$ cat config.mk
export PLATFORM = sky130hd
export DESIGN_NAME = base64_stream_decoder
export DESIGN_NICKNAME = d
export VERILOG_FILES = /design/src/sv/b64d_pkg.sv /design/src/sv/b64d_core.sv /design/src/sv/b64d_outq.sv /design/src/sv/base64_stream_decoder.sv
export SDC_FILE = /design/constraint.sdc
export NUM_CORES = 1
export LEC_CHECK = 0
export BUFFER_PORTS_ARGS = -buffer_cell sky130_fd_sc_hd__buf_2
export CAP_MARGIN = 10
export CELL_PAD_IN_SITES_DETAIL_PLACEMENT = 1
export CELL_PAD_IN_SITES_GLOBAL_PLACEMENT = 1
export CORE_MARGIN = 3
export CORE_UTILIZATION = 54
export CTS_CLUSTER_DIAMETER = 80
export CTS_CLUSTER_SIZE = 12
export DETAILED_ROUTE_END_ITERATION = 10
export GPL_TIMING_DRIVEN = 0
export HOLD_SLACK_MARGIN = 0.1
export PLACE_DENSITY = 0.79
export SYNTH_ARGS = -nofsm -noshare
export SYNTH_HDL_FRONTEND = slang
export SYNTH_SLANG_ARGS = --single-unit
$ cat constraint.sdc
create_clock -name clk -period 7.1 [get_ports clk]
set_clock_uncertainty 0.05 [all_clocks]
set_input_delay 0.71 -clock clk [delete_from_list [all_inputs] [get_ports clk]]
set_output_delay 0.71 -clock clk [all_outputs]
set_load 0.005 [all_outputs]
$ cat src/sv/b64d_pkg.sv
`default_nettype none
package b64d_pkg;

	// Sextet codes above the alphabet
	localparam logic [6:0] SYM_PAD = 7'd64;
	localparam logic [6:0] SYM_BAD = 7'd65;

	localparam logic [7:0] CHAR_CR = 8'd13;
	localparam logic [7:0] CHAR_LF = 8'd10;

	typedef enum logic [1:0] {
		ST_DATA    = 2'd0,	// also "no error" in the error register
		ST_DONE    = 2'd1,
		ST_BADCHAR = 2'd2,
		ST_BADLEN  = 2'd3
	} status_t;

	// Results caused by one item: cnt of them (0..3), bytes[0] goes out first
	typedef struct packed {
		logic [1:0]      cnt;
		logic [2:0][7:0] bytes;
		status_t         status;
	} group_t;

	function automatic logic [6:0] classify(input logic [7:0] c);
		logic [7:0] diff_upper;
		logic [7:0] diff_lower;
		logic [7:0] diff_digit;
		logic [6:0] sym;
		diff_upper = c - 8'h41;
		diff_lower = c - 8'h61;
		diff_digit = c - 8'h30;
		priority if (c >= 8'h41 && c <= 8'h5a) begin
			sym = diff_upper[6:0];
		end else if (c >= 8'h61 && c <= 8'h7a) begin
			sym = 7'd26 + diff_lower[6:0];
		end else if (c >= 8'h30 && c <= 8'h39) begin
			sym = 7'd52 + diff_digit[6:0];
		end else if (c == 8'h2b) begin
			sym = 7'd62;
		end else if (c == 8'h2f) begin
			sym = 7'd63;
		end else if (c == 8'h3d) begin
			sym = SYM_PAD;
		end else begin
			sym = SYM_BAD;
		end
		return sym;
	endfunction

endpackage
`default_nettype wire

$ cat src/sv/b64d_core.sv
`default_nettype none
module b64d_core (
	input  wire logic             clk,
	input  wire logic             arst_n,
	input  wire logic             accept,
	input  wire logic [7:0]       in_char,
	input  wire logic             end_of_text,
	output logic                  pending,
	output logic                  push,
	output b64d_pkg::group_t      grp
);
	import b64d_pkg::*;

	logic        valid_s1;
	logic [7:0]  char_s1;
	logic        eot_s1;

	logic [1:0]  phase_q, phase_d;
	logic [17:0] held_q, held_d;
	status_t     err_q, err_d;
	logic        pad_q, pad_d;

	logic [6:0]  sym;
	logic        is_break;
	logic        is_bad;
	logic [5:0]  s0, s1, s2;

	always_ff @(posedge clk or negedge arst_n) begin
		if (!arst_n) begin
			valid_s1 <= 1'b0;
		end else begin
			valid_s1 <= accept;
		end
	end

	always_ff @(posedge clk) begin
		if (accept) begin
			char_s1 <= in_char;
			eot_s1  <= end_of_text;
		end
	end

	assign sym      = classify(char_s1);
	assign is_break = (char_s1 == CHAR_CR) || (char_s1 == CHAR_LF);
	assign is_bad   = (sym == SYM_BAD) || (sym == SYM_PAD && phase_q < 2'd2);
	assign s0       = held_q[17:12];
	assign s1       = held_q[11:6];
	assign s2       = held_q[5:0];

	always_comb begin
		phase_d     = phase_q;
		held_d      = held_q;
		err_d       = err_q;
		pad_d       = pad_q;
		grp.cnt     = 2'd0;
		grp.bytes   = '0;
		grp.status  = ST_DATA;
		if (valid_s1) begin
			if (eot_s1) begin
				grp.cnt = 2'd1;
				if (err_q != ST_DATA) begin
					grp.status = err_q;
				end else if (phase_q != 2'd0) begin
					grp.status = ST_BADLEN;
				end else begin
					grp.status = ST_DONE;
				end
				phase_d = 2'd0;
				held_d  = '0;
				err_d   = ST_DATA;
				pad_d   = 1'b0;
			end else if (!is_break && err_q == ST_DATA) begin
				if (is_bad) begin
					err_d = ST_BADCHAR;
				end else begin
					unique case (phase_q)
						2'd0, 2'd1: begin
							held_d  = {held_q[11:0], sym[5:0]};
							phase_d = phase_q + 2'd1;
						end
						2'd2: begin
							// pad here holds a zero sextet
							if (sym == SYM_PAD) begin
								held_d = {held_q[11:0], 6'd0};
								pad_d  = 1'b1;
							end else begin
								held_d = {held_q[11:0], sym[5:0]};
							end
							phase_d = 2'd3;
						end
						default: begin
							grp.bytes[0] = {s0, s1[5:4]};
							grp.bytes[1] = {s1[3:0], s2[5:2]};
							grp.bytes[2] = {s2[1:0], sym[5:0]};
							if (pad_q) begin
								grp.cnt = 2'd1;
							end else if (sym == SYM_PAD) begin
								grp.cnt = 2'd2;
							end else begin
								grp.cnt = 2'd3;
							end
							phase_d = 2'd0;
							held_d  = '0;
							pad_d   = 1'b0;
						end
					endcase
				end
			end
		end
	end

	always_ff @(posedge clk or negedge arst_n) begin
		if (!arst_n) begin
			phase_q <= 2'd0;
			held_q  <= '0;
			err_q   <= ST_DATA;
			pad_q   <= 1'b0;
		end else begin
			phase_q <= phase_d;
			held_q  <= held_d;
			err_q   <= err_d;
			pad_q   <= pad_d;
		end
	end

	assign pending = valid_s1;
	assign push    = grp.cnt != 2'd0;

	a_eot_clears: assert property (@(posedge clk) disable iff (!arst_n)
		valid_s1 && eot_s1 |=> phase_q == 2'd0 && err_q == ST_DATA && !pad_q)
		else $error("terminator did not clear decoder state");

	a_err_code: assert property (@(posedge clk) disable iff (!arst_n)
		err_q == ST_DATA || err_q == ST_BADCHAR)
		else $error("unexpected error code held");

	a_pad_phase: assert property (@(posedge clk) disable iff (!arst_n)
		pad_q |-> phase_q == 2'd3)
		else $error("pad flag set outside last quartet position");

	a_push_source: assert property (@(posedge clk) disable iff (!arst_n)
		push |-> valid_s1 && (eot_s1 || phase_q == 2'd3))
		else $error("results produced without terminator or full quartet");
endmodule
`default_nettype wire

$ cat src/sv/b64d_outq.sv
`default_nettype none
module b64d_outq #(
	parameter int DEPTH = 4
) (
	input  wire logic             clk,
	input  wire logic             arst_n,
	input  wire logic             push,
	input  wire b64d_pkg::group_t grp,
	input  wire logic             pending,
	output logic                  full_soon,
	output logic                  out_valid,
	input  wire logic             out_stall,
	output logic [7:0]            out_byte,
	output logic [1:0]            status,
	output logic                  last
);
	import b64d_pkg::*;

	localparam int PTR_W = (DEPTH > 1) ? $clog2(DEPTH) : 1;
	localparam int CNT_W = $clog2(DEPTH + 1);

	group_t             fifo_q [DEPTH];
	logic [PTR_W-1:0]   wr_ptr_q, rd_ptr_q;
	logic [CNT_W-1:0]   count_q;
	logic [1:0]         sub_q;

	logic               out_valid_q;
	logic [7:0]         byte_q;
	status_t            status_q;
	logic               last_q;

	group_t             head;
	logic               head_last;
	logic               load;
	logic               pop;

	assign head      = fifo_q[rd_ptr_q];
	assign head_last = sub_q == (head.cnt - 2'd1);
	assign load      = (count_q != '0) && (!out_valid_q || !out_stall);
	assign pop       = load && head_last;

	// counts the item sitting in the input register, which may still push
	assign full_soon = ({1'b0, count_q} + {{CNT_W{1'b0}}, pending}) >= (CNT_W + 1)'(DEPTH);

	always_ff @(posedge clk) begin
		if (push) begin
			fifo_q[wr_ptr_q] <= grp;
		end
	end

	always_ff @(posedge clk or negedge arst_n) begin
		if (!arst_n) begin
			wr_ptr_q <= '0;
			rd_ptr_q <= '0;
			count_q  <= '0;
			sub_q    <= 2'd0;
		end else begin
			if (push) begin
				wr_ptr_q <= (wr_ptr_q == PTR_W'(DEPTH - 1)) ? '0 : wr_ptr_q + 1'b1;
			end
			if (pop) begin
				rd_ptr_q <= (rd_ptr_q == PTR_W'(DEPTH - 1)) ? '0 : rd_ptr_q + 1'b1;
			end
			if (push && !pop) begin
				count_q <= count_q + 1'b1;
			end else if (pop && !push) begin
				count_q <= count_q - 1'b1;
			end
			if (load) begin
				sub_q <= head_last ? 2'd0 : sub_q + 2'd1;
			end
		end
	end

	always_ff @(posedge clk or negedge arst_n) begin
		if (!arst_n) begin
			out_valid_q <= 1'b0;
		end else if (!out_valid_q || !out_stall) begin
			out_valid_q <= count_q != '0;
		end
	end

	always_ff @(posedge clk) begin
		if (load) begin
			byte_q   <= head.bytes[sub_q];
			status_q <= head.status;
			last_q   <= head_last;
		end
	end

	assign out_valid = out_valid_q;
	assign out_byte  = byte_q;
	assign status    = status_q;
	assign last      = last_q;

	a_no_overflow: assert property (@(posedge clk) disable iff (!arst_n)
		push |-> count_q < CNT_W'(DEPTH) || pop)
		else $error("result queue overflow");

	a_sub_range: assert property (@(posedge clk) disable iff (!arst_n)
		count_q != '0 |-> sub_q < head.cnt)
		else $error("byte index beyond group size");

	a_status_last: assert property (@(posedge clk) disable iff (!arst_n)
		out_valid_q && status_q != ST_DATA |-> last_q && byte_q == 8'd0)
		else $error("status item not marked last or carries data");
endmodule
`default_nettype wire

$ cat src/sv/base64_stream_decoder.sv
`default_nettype none
// Base64 (standard alphabet) stream decoder. One text character per item; CR and LF are
// skipped. The fourth character of a quartet releases one to three bytes (fewer on '=' padding),
// and an end_of_text item releases a single status result (done, bad character or bad length)
// and returns the decoder to its reset state. After a bad character nothing is emitted until the
// terminator. Items are accepted one per cycle while in_stall is low: an input register feeds the
// decode logic, which writes each item's results as one group into a FIFO_DEPTH-entry queue; an
// output register sends them one per cycle while out_stall is low. A completed quartet yields at
// most three bytes for its four characters, so in_stall rises only when the queue fills behind a
// stalled or slower consumer. Results pass the input register, queue and output register in turn.
module base64_stream_decoder #(
	parameter int FIFO_DEPTH = 8
) (
	input  wire logic       clk,
	input  wire logic       arst_n,
	input  wire logic       in_valid,
	output logic            in_stall,
	input  wire logic [7:0] in_char,
	input  wire logic       end_of_text,
	output logic            out_valid,
	input  wire logic       out_stall,
	output logic [7:0]      out_byte,
	output logic [1:0]      status,
	output logic            last
);
	import b64d_pkg::*;

	logic   accept;
	logic   pending;
	logic   push;
	logic   full_soon;
	group_t grp;

	assign in_stall = full_soon;
	assign accept   = in_valid && !in_stall;

	b64d_core u_core (
		.clk         (clk),
		.arst_n      (arst_n),
		.accept      (accept),
		.in_char     (in_char),
		.end_of_text (end_of_text),
		.pending     (pending),
		.push        (push),
		.grp         (grp)
	);

	b64d_outq #(
		.DEPTH (FIFO_DEPTH)
	) u_outq (
		.clk       (clk),
		.arst_n    (arst_n),
		.push      (push),
		.grp       (grp),
		.pending   (pending),
		.full_soon (full_soon),
		.out_valid (out_valid),
		.out_stall (out_stall),
		.out_byte  (out_byte),
		.status    (status),
		.last      (last)
	);
endmodule
`default_nettype wire
Yosys cells after proc, flatten, opt, wreduce, memory -nomap -nowiden
Memory sizes are Yosys's and may differ from the RTL's.
Index checks and enable logic that the tools add are counted.
{ "classes": {"add_sub_neg": 13, "order_cmp": 9, "n_eq_ne": 15, "muxes": 43, "n_reduce_logical": 33} }
{ "ops": {"columns": ["op", "n"], "rows": [
  ["$mux W26", 3],
  ["$mux W18", 3],
  ["$pmux W18 S2", 1],
  ["$mux W7", 5],
  ["$mux W28", 1],
  ["$eq A8 B6 Y1 const B", 3],
  ["$mux W2", 12],
  ["$mux W24", 1],
  ["$bmux W8 S2", 1],
  ["$eq A8 B4 Y1 const B", 2],
  ["$ge A8 B7 Y1 const B", 2],
  ["$le A8 B7 Y1 const B", 2],
  ["$eq A7 B7 Y1 const B", 2],
  ["$sub A7 B7 Y7 const B", 2],
  ["$reduce_bool A2 Y1", 6],
  ["$logic_and A1 B1 Y1", 10],
  ["$ge A8 B6 Y1 const B", 1],
  ["$le A8 B6 Y1 const B", 1],
  ["$mux W1", 8],
  ["$mux W4", 2],
  ["$mux W8", 1],
  ["$add A5 B7 Y7 const A", 1],
  ["$add A6 B7 Y7 const A", 1],
  ["$sub A7 B6 Y7 const B", 1],
  ["other kinds (27)", 41]
]} }
{ "totals": {"register_bits": 57, "ram_bits": 224, "in_bits": 13, "out_inout_bits": 13, "word_cells": 129, "n_memories": 1} }
{ "memory_table": {"columns": ["memory", "words", "width", "rd", "rd_clocked_by_memory_dff", "write_ports", "line", "text"], "rows": [
  ["u_outq.fifo_q", 8, 28, 1, 0, 1, "b64d_outq.sv:22", "group_t fifo_q [DEPTH];"]
]} }

Depth between registers and ports, before layout
{ "logic_depth": {"word_depth": 20, "depth_mapped": 18, "depth_no_buf": 16} }

Hierarchy
A second synthesis with hierarchy kept.
{ "hier_totals": {"hier_cells": 758, "hier_area_um2": 12303.0} }
{ "modules_own_cells": {"columns": ["module", "n_inst", "cells_each", "area_each_um2", "seq_area_each_um2"], "rows": [
  ["b64d_outq", 1, 445, 9684.3, 7382.1],
  ["b64d_core", 1, 312, 2605.0, 845.8],
  ["base64_stream_decoder", 1, 1, 13.8, 0.0]
]} }

Least setup slack after synthesis
OpenSTA, ideal clock, no wires.
{ "synth_timing": {"path_type": "reg-to-reg", "start": "register u_core.char_s1[2]", "end": "memory u_outq.fifo_q[1][0] in the netlist's numbering (enable)", "t_arrival_ns": 5.069, "path_slack_ns": 1.487, "stages_incl_launch_ff": 11, "n_path_buf": 2, "synth_period_minus_slack_ns": 5.613, "path_cell_list": "edfxtp_1 > inv_1 > ha_1 > or2b_1 > a2111oi_0 > a221o_2 > a211o_1 > buf_6 > a21oi_4 > buf_6 > nor4b_1"} }
{ "synth_between": {"elab_chain_cells": 18, "word_cells_on_any_way": 42, "classes_between": "add/sub: 5; order compare: 6; eq/ne: 7; mux: 15; reduce/logical: 9"} }
{ "synth_rtl": {"columns": ["item", "line", "text"], "rows": [
  ["start: declaration", "b64d_core.sv:15", "logic [7:0] char_s1;"],
  ["start signal: assignment", "b64d_core.sv:38", "char_s1 <= in_char;"],
  ["parallel branches: the longest is 12 deep, another holds $sub A7 B6 Y7", null, null],
  ["$mux W26 (*)", "b64d_core.sv:72", "end else if (!is_break && err_q == ST_DATA) begin"],
  ["$mux W2 (*)", "b64d_core.sv:59", "if (eot_s1) begin"],
  ["$mux W28 (*)", "b64d_core.sv:58", "if (valid_s1) begin"],
  ["$reduce_bool A2 Y1 (*)", "b64d_core.sv:127", "assign push = grp.cnt != 2'd0;"],
  ["$mux W1 (*)", "b64d_outq.sv:46", "if (push) begin"],
  ["$mux W1 (implied by the code) (*)", "b64d_outq.sv:47", "fifo_q[wr_ptr_q] <= grp;"],
  ["end: declaration", "b64d_outq.sv:22", null]
]} }
Mark *: on every way between the ends.

Worst setup path in the final report
{ "layout_timing": {"start": "register u_core.char_s1[2]", "end": "memory u_outq.fifo_q[4][21] in the netlist's numbering (enable)"} }
Same word-level chain as after synthesis.

==> out/results.tsv <==
metric	value	unit
outcome	finished clean	
cp_slowest_stage_delay	0.61	ns
crit_fanout	10	
rsz0062_at_grt	no	
viasPerCell	6.231	
grt_max_degree	37	
ys_ff_latch	280	
finalMaxSlewViolations	0	
antenna_found_initial	0	
clock_sinks	280	
synthToLayoutAreaGrowth	13.52	%
hold_class	input pin to async pin	
rr_worst_depth	13	
synth_edf_count	244	
crit_chain	inv_1 -> ha_1 -> a21o_1 -> a2111oi_0 -> a221o_2 -> a211o_1 -> buf_6 -> a21oi_4 -> buf_6 -> nor4b_2 -> buf_4 -> buf_4 -> buf_4	
die_h	153.3	um
track_usage	24.50	%
powerDensity	368.0	nW/um2
cts_made_buffers	27	
worst_pin_slew	1.242	ns
drt-total-wl	28080	um
core-area	21150	um2
critPathSlowestCell	nor4b_2	
yosysUniqueCellTypes	60	
startpoint	u_core.char_s1[2]	
crit_path_end	u_outq.fifo_q[4][21]	
avgSynthCellArea	18.49	um2
crit_path_start_kind	register	
timing.rr.end	u_outq.fifo_q[4][21]	
clk_pin_slew	0.06	ns
dpl.hpwl	19690	um
crit_required	7.29	ns
synth_area	11720	um2
initial_utilization	55.40	%
async_flop_share	12.86	%
maxCapViolations	0	
cts_max_level	1	
cts_tree	done	
critPathCaptureType	register	
max-slew-margin-rel	17.17	%
drtIter0Drc	477	
wire_per_inst	27.72	um
r2r_slack	2.93	ns
place.gp.congestion	0.8516	
max_freq	0.2396	GHz
grt_pass1_vias	6991	
setup_violations	0	
yosysWarningCount	0	
clock_path_buffers	3	
finalSetupTns	0	ns
ys_seq_area_share	70.20	%
dieArea	23510	um2
period_minus_slack	4.174	ns
root_buffer	clkbuf_16	
power_leakage	4.777	nW
die_w	153.3	um
reg2reg_from	u_core.char_s1[2]	
synth_nets	672	
path_class	register to register	
firstDrtPassIters	5	
rows	53	
num-fill-cells	1810	
ir_worst_vdd	0.1977	mV
layout-drive-gt1-share	26.02	%
hold_violations	0	
vias	6312	
insertedDiodeCount	0	
ys.flop_type	edfxtp_1	
cts_setup_buffers	0	
grt_overflow	0	
cp_data_arrival_time	4.37	ns
cts_resized	0	
crit_top_cell	buf_4	
finalCritPeriodShare	58.79	%
ioPinCount	26	
grt_pass1_wl	43330	um
dp_cells	963	
holdBufCountCts	0	
finalPower	4.896	mW
ant_nets	0	
final_nets	755	
worstSkewPairLatency	0.53	ns
finalNonFillerCells	1013	
drc_errors	0	
portBuffers	25	
syn_inst	634	
[logic make-up (layout without fill, tap and decap cells)]
group,after synthesis,count (layout),synth area share (%)
flops,280,280,70.20
simple gates,101,101,4.772
mux,88,88,14.43
xor+xnor,9,9,0.6726
buf+inv,54,158,2.135
compound gates,77,77,5.050
fa+ha+maj,25,25,2.733
[stage by stage]
step	hold WS, ns	util [%]	worst slack [ns]	area, um2
2_1_floorplan	0.3644	-	1.487	11720
3_3_place_gp	0.4221	57.62	-2.014	12190
3_5_place_dp	0.4404	59.24	2.877	12530
4_1_cts	0.2730	62.89	2.839	13300
5_1_grt	0.2862	62.89	2.608	13300
6_report	0.2427	62.89	2.926	13300
[layer usage]
layer / wire length (um) / vias to the layer above / track usage [%]
li1: - / 2723 / -
met1: 10870 / 3333 / 31.40
met2: 14800 / 198 / 42.74
met3: 1326 / 58 / 3.596
met4: 1081 / 0 / 9.291
met5: 0 / - / 0
[cells in the final DEF (no fill, tap or decap), types with 21 or more instances in the layout]
cell type,netlist,routed
and3_1,21,21
buf_2,8,33
clkbuf_1,15,36
clkbuf_16,0,27
dfrtp_1,36,36
edfxtp_1,244,244
ha_1,24,24
inv_1,22,22
mux4_2,64,64
nand2_1,26,26
[critical path, delay by kind of cell, from the launching register on]
family / cells / cell delay [ns]
compound gates: 5 / 1.26
buf+inv: 6 / 1.11
simple gates: 1 / 0.61
flops: 1 / 0.53
fa+ha+maj: 1 / 0.32
[power by group]
part	internal, mW	total [mW]	switching [mW]
Combinational	0.683	1.52	0.835
Clock	0.716	1.29	0.571
Sequential	1.98	2.09	0.111
[registers in the layout (all words and copies together) (netlist names)]
register and cells:
u_outq.wr_ptr_q 3, u_outq.count_q 4, u_outq.last 1, u_core.phase_q 2, u_core.held_q 18, u_core.eot_s1 1, u_outq.fifo_q 224, u_core.pad_q 1
u_outq.rd_ptr_q 3, u_outq.sub_q 2, u_core.err_q 1, u_outq.status 2, u_core.char_s1 8, u_outq.out_valid 1, u_core.pending 1, u_outq.out_byte 8
[synth_stat cells, types with 2 or more instances]
master	instances	area, um2
edfxtp_1	244	7327
mux4_2	64	1441
dfrtp_1	36	900.9
nand2_1	26	97.59
ha_1	24	300.3
inv_1	22	82.58
and3_1	21	131.4
mux2i_1	16	160.2
clkbuf_1	15	56.30
a21oi_1	11	55.05
nor2_1	11	41.29
and2_1	10	62.56
o21ai_0	9	45.04
a22o_2	8	80.08
buf_2	8	40.04
mux2_2	8	90.09
o22ai_1	8	50.05
xnor2_1	7	61.31
nor2b_1	6	37.54
nor3_1	6	30.03
a21o_1	5	37.54
buf_6	5	56.30
a22o_1	4	35.03
a211o_1	3	26.28
a31oi_1	3	18.77
buf_1	3	11.26
nand2b_1	3	18.77
nor4_1	3	18.77
nor4b_1	3	26.28
a2111oi_0	2	17.52
a211oi_1	2	15.01
a21oi_4	2	32.53
nor3b_1	2	15.01
nor4bb_1	2	20.02
o2bb2ai_1	2	17.52
o311a_1	2	20.02
o311ai_0	2	17.52
o31ai_1	2	15.01
or2_2	2	12.51
xor2_1	2	17.52
[cell type report]
cell class                      instances  area (um2)  area share, %
Inverter                               23       86.33         0.6489
Clock buffer                           48       754.5          5.671
Tap cell                              275       344.1          2.586
Clock inverter                          2       17.52         0.1317
Multi-Input combinational cell        300        3307          24.86
Buffer                                 31       163.9          1.232
Timing Repair Buffer                   54       402.9          3.028
Sequential cell                       280        8228          61.85
[how the worst min path moves through the flow]
stage	from	to	slack, ns	cells past startpoint
after floorplan	arst_n	u_core.err_q[1]	0.36	0
after global placement	u_outq.out_valid	u_outq.out_valid	0.42	2
after detailed placement	u_core.held_q[16]	u_core.held_q[16]	0.44	1
after CTS	arst_n	u_outq.rd_ptr_q[2]	0.27	1
after global routing	arst_n	u_outq.rd_ptr_q[2]	0.29	1
final	arst_n	u_outq.rd_ptr_q[1]	0.24	1
(Power assumes the default switching activity.)
